<file path="config.mk">
export PLATFORM = sky130hd
export DESIGN_NAME = ctdu_coord_div
export DESIGN_NICKNAME = d
export VERILOG_FILES = /design/src/hw/rtl/assert_macros.svh /design/src/hw/rtl/ctdu_pkg.sv /design/src/hw/rtl/ctdu_coord_div.sv
export SDC_FILE = /design/constraint.sdc
export NUM_CORES = 1
export LEC_CHECK = 0
export ABC_CLOCK_PERIOD_IN_PS = 6200
export BUFFER_PORTS_ARGS = -buffer_cell sky130_fd_sc_hd__clkbuf_2
export CORE_MARGIN = 8
export CORE_UTILIZATION = 40
export CTS_CLUSTER_SIZE = 20
export DETAILED_ROUTE_END_ITERATION = 7
export MAX_ROUTING_LAYER = met4
export PLACE_DENSITY_LB_ADDON = 0.12
export SLEW_MARGIN = 20
export SYNTH_ARGS = -nofsm -noshare
export SYNTH_HDL_FRONTEND = slang
export SYNTH_SLANG_ARGS = --single-unit
</file>
<file path="constraint.sdc">
create_clock -name clk -period 6.2 [get_ports clk]
set_input_delay 1.24 -clock clk [delete_from_list [all_inputs] [get_ports clk]]
set_output_delay 1.24 -clock clk [all_outputs]
set_load 0.01 [all_outputs]
</file>
<file path="src/hw/rtl/assert_macros.svh">
// Assertion macros shared by the RTL. Define ASSERT_OFF to compile them out.
// Each macro samples on clk and is disabled while rst_n is low.
`ifndef ASSERT_MACROS_SVH
`define ASSERT_MACROS_SVH
`ifndef ASSERT_OFF
`define ASSERT_IMPLY(lbl, ante, cons, msg) \
  lbl: assert property (@(posedge clk) disable iff (!rst_n) (ante) |-> (cons)) \
    else $error(msg);
`define ASSERT_NEXT(lbl, ante, cons, msg) \
  lbl: assert property (@(posedge clk) disable iff (!rst_n) (ante) |=> (cons)) \
    else $error(msg);
`else
`define ASSERT_IMPLY(lbl, ante, cons, msg)
`define ASSERT_NEXT(lbl, ante, cons, msg)
`endif
`endif

</file>
<file path="src/hw/rtl/ctdu_pkg.sv">
// ----------------------------------------------------------------------------
// ctdu_pkg
// Widths, codes and pipeline depths of the cube map texel to direction unit.
// ----------------------------------------------------------------------------
package ctdu_pkg;

  localparam int COORD_BITS = 14;
  localparam int FRAC_BITS  = 14;
  localparam int SIZE_W     = COORD_BITS + 1;
  localparam int OUT_W      = 16;
  localparam int FACE_W     = 3;
  localparam int CFG_IDX_W  = 1;

  localparam int MAG_W  = FRAC_BITS + 1;
  localparam int CN_W   = SIZE_W + FRAC_BITS + 2;
  localparam int SQ_W   = 2 * FRAC_BITS + 1;
  localparam int SUM_W  = SQ_W + 1;
  localparam int QSH    = 2 * FRAC_BITS + 2;
  localparam int NUM_W  = SQ_W + QSH;
  localparam int QUO_W  = QSH + 1;
  localparam int ROOT_W = (QUO_W + 1) / 2;
  localparam int RAD_W  = 2 * ROOT_W;
  localparam int REM_W  = ROOT_W + 4;

  localparam int COORD_LAT = FRAC_BITS + 2;
  localparam int LANE_LAT  = QUO_W + ROOT_W + 2;

  localparam logic [MAG_W-1:0] ONE_MAG = MAG_W'(1) << FRAC_BITS;

  typedef enum logic [CFG_IDX_W-1:0] {
    REG_FACE_WIDTH  = 1'b0,
    REG_FACE_HEIGHT = 1'b1
  } cfg_reg_t;

  typedef enum logic [FACE_W-1:0] {
    FACE_POS_X = 3'd0,
    FACE_NEG_X = 3'd1,
    FACE_POS_Y = 3'd2,
    FACE_NEG_Y = 3'd3,
    FACE_POS_Z = 3'd4,
    FACE_NEG_Z = 3'd5
  } face_t;

  typedef struct packed {
    logic zero;
    logic neg_a;
    logic neg_b;
    logic neg_c;
  } sign_meta_t;

endpackage

</file>
<file path="src/hw/rtl/ctdu_coord_div.sv">
// ----------------------------------------------------------------------------
// ctdu_coord_div
// Pipelined rounding divider that maps a texel center to a face coordinate.
// ----------------------------------------------------------------------------
module ctdu_coord_div (
  input  logic                            clk,
  input  logic                            en,
  input  logic [ctdu_pkg::COORD_BITS-1:0] pos,
  input  logic [ctdu_pkg::SIZE_W-1:0]     size,
  output logic [ctdu_pkg::MAG_W-1:0]      mag_o,
  output logic                            neg_o
);
  import ctdu_pkg::*;

  logic [SIZE_W-1:0] twice;
  logic              neg;
  logic [SIZE_W-1:0] mag;
  logic [CN_W-1:0]   num;
  logic [SIZE_W:0]   dv;

  logic [CN_W-1:0]  rem_r [0:FRAC_BITS];
  logic [SIZE_W:0]  div_r [0:FRAC_BITS];
  logic [MAG_W-1:0] quo_r [0:FRAC_BITS+1];
  logic             sat_r [0:FRAC_BITS+1];
  logic             neg_r [0:FRAC_BITS+1];

  logic [CN_W-1:0] dsh [0:FRAC_BITS];
  logic            ge  [0:FRAC_BITS];

  always_comb begin
    twice = {pos, 1'b1};
    neg   = twice < size;
    mag   = neg ? size - twice : twice - size;
    num   = (CN_W'(mag) << (FRAC_BITS + 1)) + CN_W'(size);
    dv    = {size, 1'b0};
    for (int k = 0; k <= FRAC_BITS; k++) begin
      dsh[k] = CN_W'(div_r[k]) << (FRAC_BITS - k);
      ge[k]  = rem_r[k] >= dsh[k];
    end
  end

  always_ff @(posedge clk) begin
    if (en) begin
      rem_r[0] <= num;
      div_r[0] <= dv;
      quo_r[0] <= '0;
      sat_r[0] <= num >= ((CN_W'(dv) << FRAC_BITS) + CN_W'(dv));
      neg_r[0] <= neg;
      for (int k = 0; k < FRAC_BITS; k++) begin
        rem_r[k+1] <= ge[k] ? rem_r[k] - dsh[k] : rem_r[k];
        div_r[k+1] <= div_r[k];
      end
      for (int k = 0; k <= FRAC_BITS; k++) begin
        quo_r[k+1] <= {quo_r[k][MAG_W-2:0], ge[k]};
        sat_r[k+1] <= sat_r[k];
        neg_r[k+1] <= neg_r[k];
      end
    end
  end

  assign mag_o = sat_r[FRAC_BITS+1] ? ONE_MAG : quo_r[FRAC_BITS+1];
  assign neg_o = neg_r[FRAC_BITS+1];

endmodule

</file>
==> qor.yml, run 1 <==
outcome:
  status: "finished, final reports clean"
clocking:
  cts_setup_buffers: 0
  numCtsBuffers: 81
  clk_pin_slew_ns: 0.06
  clockBufferDepth: 3
  cts_root_buffer: "clkbuf_16"
  cts_tree: "built"
  cts_htree_levels: 3
  cts_resized: 0
  worstSkewPairLatency_ns: 0.64
  clock-sinks: 707
  cts_hold_buf: 0
yosys:
  synth_ff_type: "edfxtp_1"
  yosys_warnings: 0
  async_flop_share_pct: 0
  synth-seq-cells: 707
  syn_nets: 3717
  yosys-top-cells-area: "edfxtp_1 55%, ha_1 9.5%, xnor2_1 3.6%"
  yosysUniqueCellTypes: 76
  ys_seq_area_share_pct: 54.6
  netlist_area_um2: 38900
  synth_edf_count: 707
  synth_top_cell_area_share_pct: 54.6
  avgSynthCellArea_um2: 11.5
  synth_top_cell_by_area: "edfxtp_1"
  synth_cells: 3375
worst_setup_path:
  path_class: "in2reg"
  endpoint_kind: "flop"
  path_max_fanout: 12
  worstSetupStartpointType: "primary input"
  cp.required_ns: 6.57
  cp_data_arrival_time_ns: 5.39
layout:
  fin_util_pct: 45.0
  fin_area_um2: 43400
  area_delta_synth_final_pct: 11.6
  drive_above_1_share_pct: 7.31
  final-instance-count-excl-fill: 4806
  antennaDiodeCount: 0
  nets: 3807
drt:
  routed_wl_mm: 90.2
  first_pass_iters: 5
  via_per_inst: 5.36
  detail-route-antenna-nets: 0
  drc: 0
  drt_iter0_drc: 1867
  vias: 25700
  wl_per_cell_um: 18.8
global_routing:
  grt_overflow: 0
  antenna_found_initial: 1
  grt_pass1_wl_mm: 145
  groute.usage.overall_pct: 17.1
  grt_max_degree: 124
  grt_pass1_vias: 25700
pwr:
  peakVddDrop_mv: 0.182
  p_per_area_nw_per_um2: 433
  p_leak_nw: 17.0
die:
  chipWidth_um: 328
  rows: 114
  start_util_pct: 40.3
  core_area_um2: 96600
  pin_count: 47
  die_area_um2: 108000
  die_y_um: 328
sta:
  max_slew.worst_pin.slew_ns: 1.09
  finalCritPeriodShare_pct: 81.0
  maxSlewViolCount: 0
  max_freq_ghz: 0.199
  hold_viol: 0
  hold_slack_ns: 0.416
  slew_headroom_pct: 26.5
  finClkSkew_ns: 0.0215
  grt_setup_unrepaired: "no"
  setup-violations-final: 0
  period_minus_slack_ns: 5.02
  fin_setup_tns_ns: 0
worst_hold_path:
  hp-class: "reg2reg"
place:
  gp_congestion: 0.889
  dp_cells: 4658
  postPlaceCellArea_um2: 40700
  io_buffers: 46
  dp_hpwl_mm: 67.3
flow_run:
  maxCapViolCount: 0
area by class of cell:
type / instances / area (µm²)
Clock buffer: 92 / 2070
Clock inverter: 56 / 609
Fill cell: 8849 / 53100
Inverter: 314 / 1180
Multi-Input combinational cell: 2298 / 16300
Sequential cell: 707 / 21200
Tap cell: 1276 / 1600
Timing Repair Buffer: 63 / 430
cells by family (layout without fill, tap and decap cells):
kind of cell / count (synthesis) / in the layout / share of synthesized area, %
fa+ha+maj: 311 / 311 / 10.3
xor+xnor: 284 / 284 / 6.39
simple gates: 892 / 892 / 11.5
buf+inv: 370 / 525 / 3.64
mux: 44 / 44 / 1.24
compound gates: 767 / 767 / 12.3
flops: 707 / 707 / 54.6
layout by cell type, fill, tap and decap left out, drive strengths merged, types with 11 or more instances in the layout:
cell type	count
clkbuf	137
a21o	111
a211oi	25
o21ai	190
or3	28
o211ai	17
inv	324
edfxtp	707
fa	16
ha	295
buf	18
mux2	34
or2	12
xor2	123
xnor2	161
nor3	67
o31ai	25
or4	11
nand3	68
bufinv	11
nor2	202
clkinv	27
a31oi	27
and3	23
nand2b	53
nand4	43
o21bai	19
nor4	47
a21boi	12
nor4b	12
a21oi	239
nand2	226
o21a	23
nor2b	55
path summary, 6_finish.rpt:
kind,slack (ns),to,start,cells after the start
setup reg to reg,1.91,rem_r[1][153],rem_r[1][113],10
hold / removal,0.42,quo_r[0][93],quo_r[0][77],0
setup / recovery,1.18,sat_r[0][0],size[8],17
hold reg to reg,0.42,quo_r[0][93],quo_r[0][77],0
metal layers:
metal  routed length [µm]  global-route usage, %
met5                    0                      -
met4                 1940                   4.10
met3                 3640                   2.39
met2                42600                   27.5
met1                42000                   22.9
cells in the mapped netlist (34+ instances only):
library cell  number
inv_1            313
nand2b_1          53
ha_1             295
xnor2_1          161
nand4_1           43
nor2_1           202
edfxtp_1         707
nor4_1            47
a21o_1           111
mux2_2            34
nand3_1           68
nor2b_1           55
clkbuf_1          39
xor2_1           123
a21oi_1          237
o21ai_0          188
nand2_1          226
nor3_1            65
power breakdown:
part | switching, mW | total [mW] | internal [mW]
sequential | 0.788 | 7.57 | 6.78
combinational | 3.63 | 6.42 | 2.80
clock | 1.96 | 4.83 | 2.87
critical path: stages:
cell and delay, ns:
clkbuf_2 0.14, ha_1 0.40, a21oi_1 0.25, o211ai_1 0.14, a221o_1 0.38, or2_2 0.46, a221o_1 0.41, a21boi_1 0.25
o21bai_1 0.12, a21boi_1 0.19, xnor2_1 0.17, ha_1 0.27, a21o_1 0.19, a211oi_1 0.33, o211ai_1 0.14, a31oi_1 0.24
a211oi_1 0.07
state kept, by name, indices dropped and copies added, names as in the netlist:
signal and cells:
neg_r 16, quo_r 120, div_r 91, sat_r 16, rem_r 464
metrics by stage:
| stage | power [mW] | worst slack [ns] |
|---|---|---|
| 2_1_floorplan | 12.2 | 1.26 |
| 3_3_place_gp | 13.9 | 0.585 |
| 3_5_place_dp | 14.0 | 0.499 |
| 4_1_cts | 19.0 | 1.18 |
| 5_1_grt | 20.1 | 0.947 |
| 6_report | 18.8 | 1.18 |
Power figures use the tool's default switching activity.
==> inputs of run 2 (changes only) <==
--- a/config.mk
+++ b/config.mk
@@ -5,7 +5,7 @@
 export SDC_FILE = /design/constraint.sdc
 export NUM_CORES = 1
 export LEC_CHECK = 0
-export ABC_CLOCK_PERIOD_IN_PS = 6200
+export ABC_CLOCK_PERIOD_IN_PS = 4400
 export BUFFER_PORTS_ARGS = -buffer_cell sky130_fd_sc_hd__clkbuf_2
 export CORE_MARGIN = 8
 export CORE_UTILIZATION = 40
==> constraint.sdc (replaced) <==
create_clock -name clk -period 4.4 [get_ports clk]
set_input_delay 0.88 -clock clk [delete_from_list [all_inputs] [get_ports clk]]
set_output_delay 0.88 -clock clk [all_outputs]
set_load 0.01 [all_outputs]
==> qor.yml, run 2 (synthesis results as in run 1) <==
outcome:
  status: "finished, final reports clean"
global_routing:
  groute.usage.overall_pct: 17.1  # -0.029 points
  grt_pass1_vias: 26200  # +1.9%
  grt_overflow: 0  # unchanged
  antenna_found_initial: 1  # unchanged
  grt_max_degree: 86  # -31%
  grt_pass1_wl_mm: 145  # about the same
clocking:
  clock-sinks: 707  # unchanged
  clockBufferDepth: 3  # unchanged
  worstSkewPairLatency_ns: 0.64  # about the same
  cts_root_buffer: "clkbuf_16"
  cts_htree_levels: 3  # unchanged
  clk_pin_slew_ns: 0.06  # about the same
  numCtsBuffers: 83  # +2.5%
  cts_tree: "built"
  cts_hold_buf: 0  # unchanged
  cts_setup_buffers: 0  # unchanged
sta:
  period_minus_slack_ns: 4.19
  setup-violations-final: 0  # unchanged
  hold_viol: 0  # unchanged
  max_slew.worst_pin.slew_ns: 1.01  # -0.0863 ns
  max_freq_ghz: 0.239
  slew_headroom_pct: 31.2  # +4.7 points
  hold_slack_ns: 0.412  # -0.00409 ns
  setup_ws_ns: 0.209  # -0.972 ns
  finClkSkew_ns: 0.0253  # +0.00380 ns
  fin_setup_tns_ns: 0  # unchanged
  finalCritPeriodShare_pct: 95.3
  maxSlewViolCount: 0  # unchanged
  grt_setup_unrepaired: "no"
place:
  gp_congestion: 0.903  # +1.6%
  postPlaceCellArea_um2: 41600  # +2.2%
  dp_slack_ns: -0.457  # -0.957 ns
  io_buffers: 46  # unchanged
  dp_hpwl_mm: 68.1  # +1.2%
worst_setup_path:
  path_class: "in2reg"
  cp.required_ns: 4.77  # -1.80 ns
  crit_path_max_incr_delay_ns: 0.39  # -0.07 ns
  endpoint_kind: "flop"
  reg2reg_slack_ns: 0.41  # -1.50 ns
  cp_slowest_cell: "a221o_1"
  path_max_fanout: 9  # -3
  worstSetupStartpointType: "primary input"
  crit_chain: "clkbuf_2, inv_1, ha_1, a21oi_2, o211ai_1, a221o_1, or2_2, buf_4, buf_4, a21oi_1, ha_1, a21o_1, a21o_1, a21oi_1, nor2_1, a211oi_2, o211ai_1, a31oi_1, a211oi_1"
  cp_data_arrival_time_ns: 4.56  # -0.83 ns
die:
  die_y_um: 328  # unchanged
  die_area_um2: 108000  # unchanged
  chipWidth_um: 328  # unchanged
  rows: 114  # unchanged
  pin_count: 47  # unchanged
  start_util_pct: 40.3  # unchanged
  core_area_um2: 96600  # unchanged
layout:
  reg.largest.list: "rem_r x464, quo_r x120, div_r x91"
  fin_area_um2: 44300  # +2.1%
  nets: 3923  # +3.0%
  regMostFlops: "rem_r"
  final_common_cell: "edfxtp_1"
  area_delta_synth_final_pct: 14.0
  mostFrequentLayoutCells: "707 x edfxtp_1, 313 x inv_1, 295 x ha_1"
  fillers: 8860  # +0.12%
  largest_reg_flops: 464  # unchanged
  drive_above_1_share_pct: 10.3  # +3.0 points
drt:
  first_pass_iters: 5  # unchanged
  drt_iter0_drc: 1662  # -11%
  drc: 0  # unchanged
  via_per_inst: 5.32  # -0.74%
  routed_wl_mm: 90.4  # +0.16%
  wl_per_cell_um: 18.3  # -2.3%
  vias: 26200  # +1.7%
  detail-route-antenna-nets: 0  # unchanged
pwr:
  peakVddDrop_mv: 0.287  # +58%
  p_leak_nw: 17.6  # +3.2%
  p_per_area_nw_per_um2: 601  # +39%
worst_hold_path:
  hp-class: "reg2reg"
flow_run:
  maxCapViolCount: 0  # unchanged
run 2: timing repair:
item | 4_1_cts | 5_1_grt
endpoints found under the setup margin | 0 | 1
endpoints found under the hold margin | 0 | 0
resized for setup | 0 | 5
run 2: layout make-up:
class                   count  area, µm²  area share, %
diodes                      1       2.50        0.00564
well taps                1276       1600           3.60
multi-input cells        2298      16300           36.8
clock inverters            45        469           1.06
flip-flops and latches    707      21200           47.9
inverters                 314       1180           2.66
repair buffers            177       1310           2.96
clock buffers             108       2210           4.99
run 2: critical path, delay by kind of cell:
family | cells | cell delay [ns]
simple gates | 2 | 0.45
buf+inv | 4 | 0.48
fa+ha+maj | 2 | 0.65
compound gates | 11 | 2.11
run 2: per-layer routing:
metal	part of all wire, %	global-route usage, %	vias up
met4	2.1	4.53	0
met3	4.4	2.50	133
li1	-	-	12800
met5	0	-	-
met1	46	22.6	12700
met2	47	27.6	553
run 2: final timing paths:
path | from | end | cells after the start
max | pos[10] | sat_r[0][0] | 19
min | quo_r[0][47] | quo_r[0][63] | 0
max reg2reg | rem_r[1][32] | rem_r[1][89] | 12
min reg2reg | quo_r[0][47] | quo_r[0][63] | 0
run 2: metrics by stage:
stage	utilization, %	power (mW)	cells
finish	45.9	26.6	4926
global route	45.9	28.5	4926
CTS	45.9	27.0	4925
detailed placement	43.1	19.9	4772
global placement	43.1	19.8	4772
floorplan	-	17.2	3375
run 2: report_power, final:
part	internal, mW	switching (mW)	total [mW]	leakage [nW]
combinational	4.09	5.15	9.24	9.51
sequential	9.55	1.12	10.7	6.79
clock	3.98	2.76	6.74	1.27
==> inputs of run 3 (changes only) <==
--- a/config.mk
+++ b/config.mk
@@ -7,9 +7,8 @@
 export LEC_CHECK = 0
 export ABC_CLOCK_PERIOD_IN_PS = 4400
 export BUFFER_PORTS_ARGS = -buffer_cell sky130_fd_sc_hd__clkbuf_2
-export CORE_MARGIN = 8
 export CORE_UTILIZATION = 40
-export CTS_CLUSTER_SIZE = 20
+export CTS_CLUSTER_SIZE = 25
 export DETAILED_ROUTE_END_ITERATION = 7
 export MAX_ROUTING_LAYER = met4
 export PLACE_DENSITY_LB_ADDON = 0.12
==> qor.yml, run 3 (synthesis results as in run 1) <==
die:
  die_y_um: 314  # -4.3%
  pin_count: 47  # unchanged
  core_area_um2: 96600  # unchanged
  chipWidth_um: 314  # -4.3%
  start_util_pct: 40.3  # unchanged
  die_area_um2: 98500  # -8.4%
  rows: 114  # unchanged
worst_setup_path:
  path_max_fanout: 5  # -4
  cp_data_arrival_time_ns: 4.57  # about the same
  endpoint_kind: "flop"
  path_class: "in2reg"
  cp.required_ns: 4.78  # about the same
  worstSetupStartpointType: "primary input"
place:
  postPlaceCellArea_um2: 41500  # -0.22%
  gp_congestion: 0.932  # +3.2%
  dp_hpwl_mm: 67.1  # -1.4%
  io_buffers: 46  # unchanged
  dp_slack_ns: -0.366  # +0.0916 ns
  dp_cells: 4755  # -0.36%
clocking:
  cts_hold_buf: 0  # unchanged
  clock-sinks: 707  # unchanged
  cts_tree: "built"
  cts_root_buffer: "clkbuf_16"
  numCtsBuffers: 83  # unchanged
  clk_pin_slew_ns: 0.06  # about the same
  cts_setup_buffers: 0  # unchanged
  clockBufferDepth: 3  # unchanged
  cts_htree_levels: 3  # unchanged
  worstSkewPairLatency_ns: 0.65  # about the same
  cts_resized: 0  # unchanged
sta:
  grt_setup_unrepaired: "no"
  hold_viol: 0  # unchanged
  period_minus_slack_ns: 4.19  # -0.00327 ns
  maxSlewViolCount: 0  # unchanged
  hold_slack_ns: 0.414  # +0.00187 ns
  setup_ws_ns: 0.212  # +0.00327 ns
  setup-violations-final: 0  # unchanged
  max_freq_ghz: 0.239  # about the same
  max_slew.worst_pin.slew_ns: 0.801  # -0.204 ns
  finClkSkew_ns: 0.0307  # +0.00541 ns
  slew_headroom_pct: 45.2  # +14 points
  finalCritPeriodShare_pct: 95.2  # about the same
pwr:
  peakVddDrop_mv: 0.300  # +4.6%
  seqPwrFrac_pct: 39.7  # -0.3 points
  p_switching_mw: 9.04  # +0.16%
  pwr-share-clk_pct: 26.1  # +0.8 points
  total_power_mw: 26.9  # +1.0%
  p_int_mw: 17.9  # +1.4%
  combPwrFrac_pct: 34.2  # -0.5 points
  p_leak_nw: 17.6  # +0.10%
  sw_frac_of_total_pct: 33.6  # -0.28 points
  p_per_area_nw_per_um2: 607  # +1.0%
layout:
  antennaDiodeCount: 0  # -1
  drive_above_1_share_pct: 9.83  # -0.47 points
  nets: 3906  # -0.43%
  final-instance-count-excl-fill: 4906  # -0.41%
  regMostFlops: "rem_r"
  area_delta_synth_final_pct: 13.9  # about the same
  largest_reg_flops: 464  # unchanged
  fin_area_um2: 44300  # about the same
  final_common_cell: "edfxtp_1"
  reg.largest.list: "rem_r x464, quo_r x120, div_r x91"
  mostFrequentLayoutCells: "707 x edfxtp_1, 313 x inv_1, 295 x ha_1"
global_routing:
  grt_pass1_wl_mm: 143  # -1.3%
  grt_pass1_vias: 25800  # -1.4%
  grt_overflow: 0  # unchanged
  antenna_found_initial: 0  # -1
  grt_max_degree: 88  # +2.3%
  groute.usage.overall_pct: 18.8  # +1.7 points
worst_hold_path:
  hp-class: "reg2reg"
flow_run:
  maxCapViolCount: 0  # unchanged
drt:
  first_pass_iters: 6  # +1
  routed_wl_mm: 89.8  # -0.64%
  drc: 0  # unchanged
  wl_per_cell_um: 18.3  # -0.23%
  via_per_inst: 5.34  # +0.52%
  vias: 26200  # +0.11%
  detail-route-antenna-nets: 0  # unchanged
  drt_iter0_drc: 2241  # +35%
outcome:
  status: "finished, final reports clean"
[run 3: cell count changes in the layout (fill, tap and decap cells not counted), sizes merged]
| cell | change |
|---|---|
| clkinv | +19 |
| clkbuf | -18 |
| buf | -17 |
| clkinvlp | -10 |
| bufinv | +6 |
| diode | -1 |
| inv | +1 |
[run 3: area by class of cell]
type | instances | area [µm²]
Sequential cell | 707 | 21200
Multi-Input combinational cell | 2298 | 16300
Timing Repair Buffer | 160 | 1220
Fill cell | 8747 | 52200
Clock buffer | 90 | 2120
Tap cell | 1276 | 1600
Inverter | 314 | 1180
Clock inverter | 61 | 656
[run 3: power groups by stage]
stage | Sequential [mW] | Combinational, mW | Clock [mW]
2_1_floorplan | 10.3 | 6.94 | 0
3_3_place_gp | 10.8 | 8.98 | 0
3_5_place_dp | 10.8 | 9.08 | 0
4_1_cts | 10.7 | 9.20 | 7.27
5_1_grt | 10.8 | 10.3 | 7.51
6_report | 10.7 | 9.21 | 7.03
[run 3: final timing paths]
path	startpoint	to	slack (ns)	cells after the start
worst max register to register	rem_r[1][124]	rem_r[1][185]	0.53	11
worst max-delay path	pos[10]	sat_r[0][0]	0.21	18
worst min register to register	quo_r[1][7]	quo_r[1][23]	0.41	0
worst min-delay path	quo_r[1][7]	quo_r[1][23]	0.41	0
[run 3: critical path, cell delays in order]
cell and delay [ns]:
clkbuf_2 0.09, inv_1 0.04, ha_1 0.35, a21oi_2 0.16
o211ai_1 0.13, o41ai_1 0.58, o32ai_1 0.23, a221o_1 0.37
a21boi_2 0.17, o21bai_1 0.08, a21boi_1 0.17, xnor2_1 0.17
ha_1 0.28, a21o_1 0.18, a211oi_1 0.27, o211ai_1 0.13
a31oi_1 0.21, a211oi_1 0.07
[run 3: per-layer routing]
metal	vias to the layer above	wire, µm	part of all wire (%)	track usage, %
met5	-	0	0	-
met4	0	1860	2.1	5.23
met3	141	3640	4.1	2.47
met2	586	42400	47	30.2
met1	12700	41800	47	24.9
li1	12800	-	-	-
[run 3: through the flow]
| step | util (%) | setup TNS (ns) |
|---|---|---|
| detailed placement | 43.0 | -0.366 |
| global route | 45.9 | 0 |
| global placement | 43.0 | -0.362 |
| CTS | 45.9 | 0 |
| floorplan | - | 0 |
| finish | 45.9 | 0 |
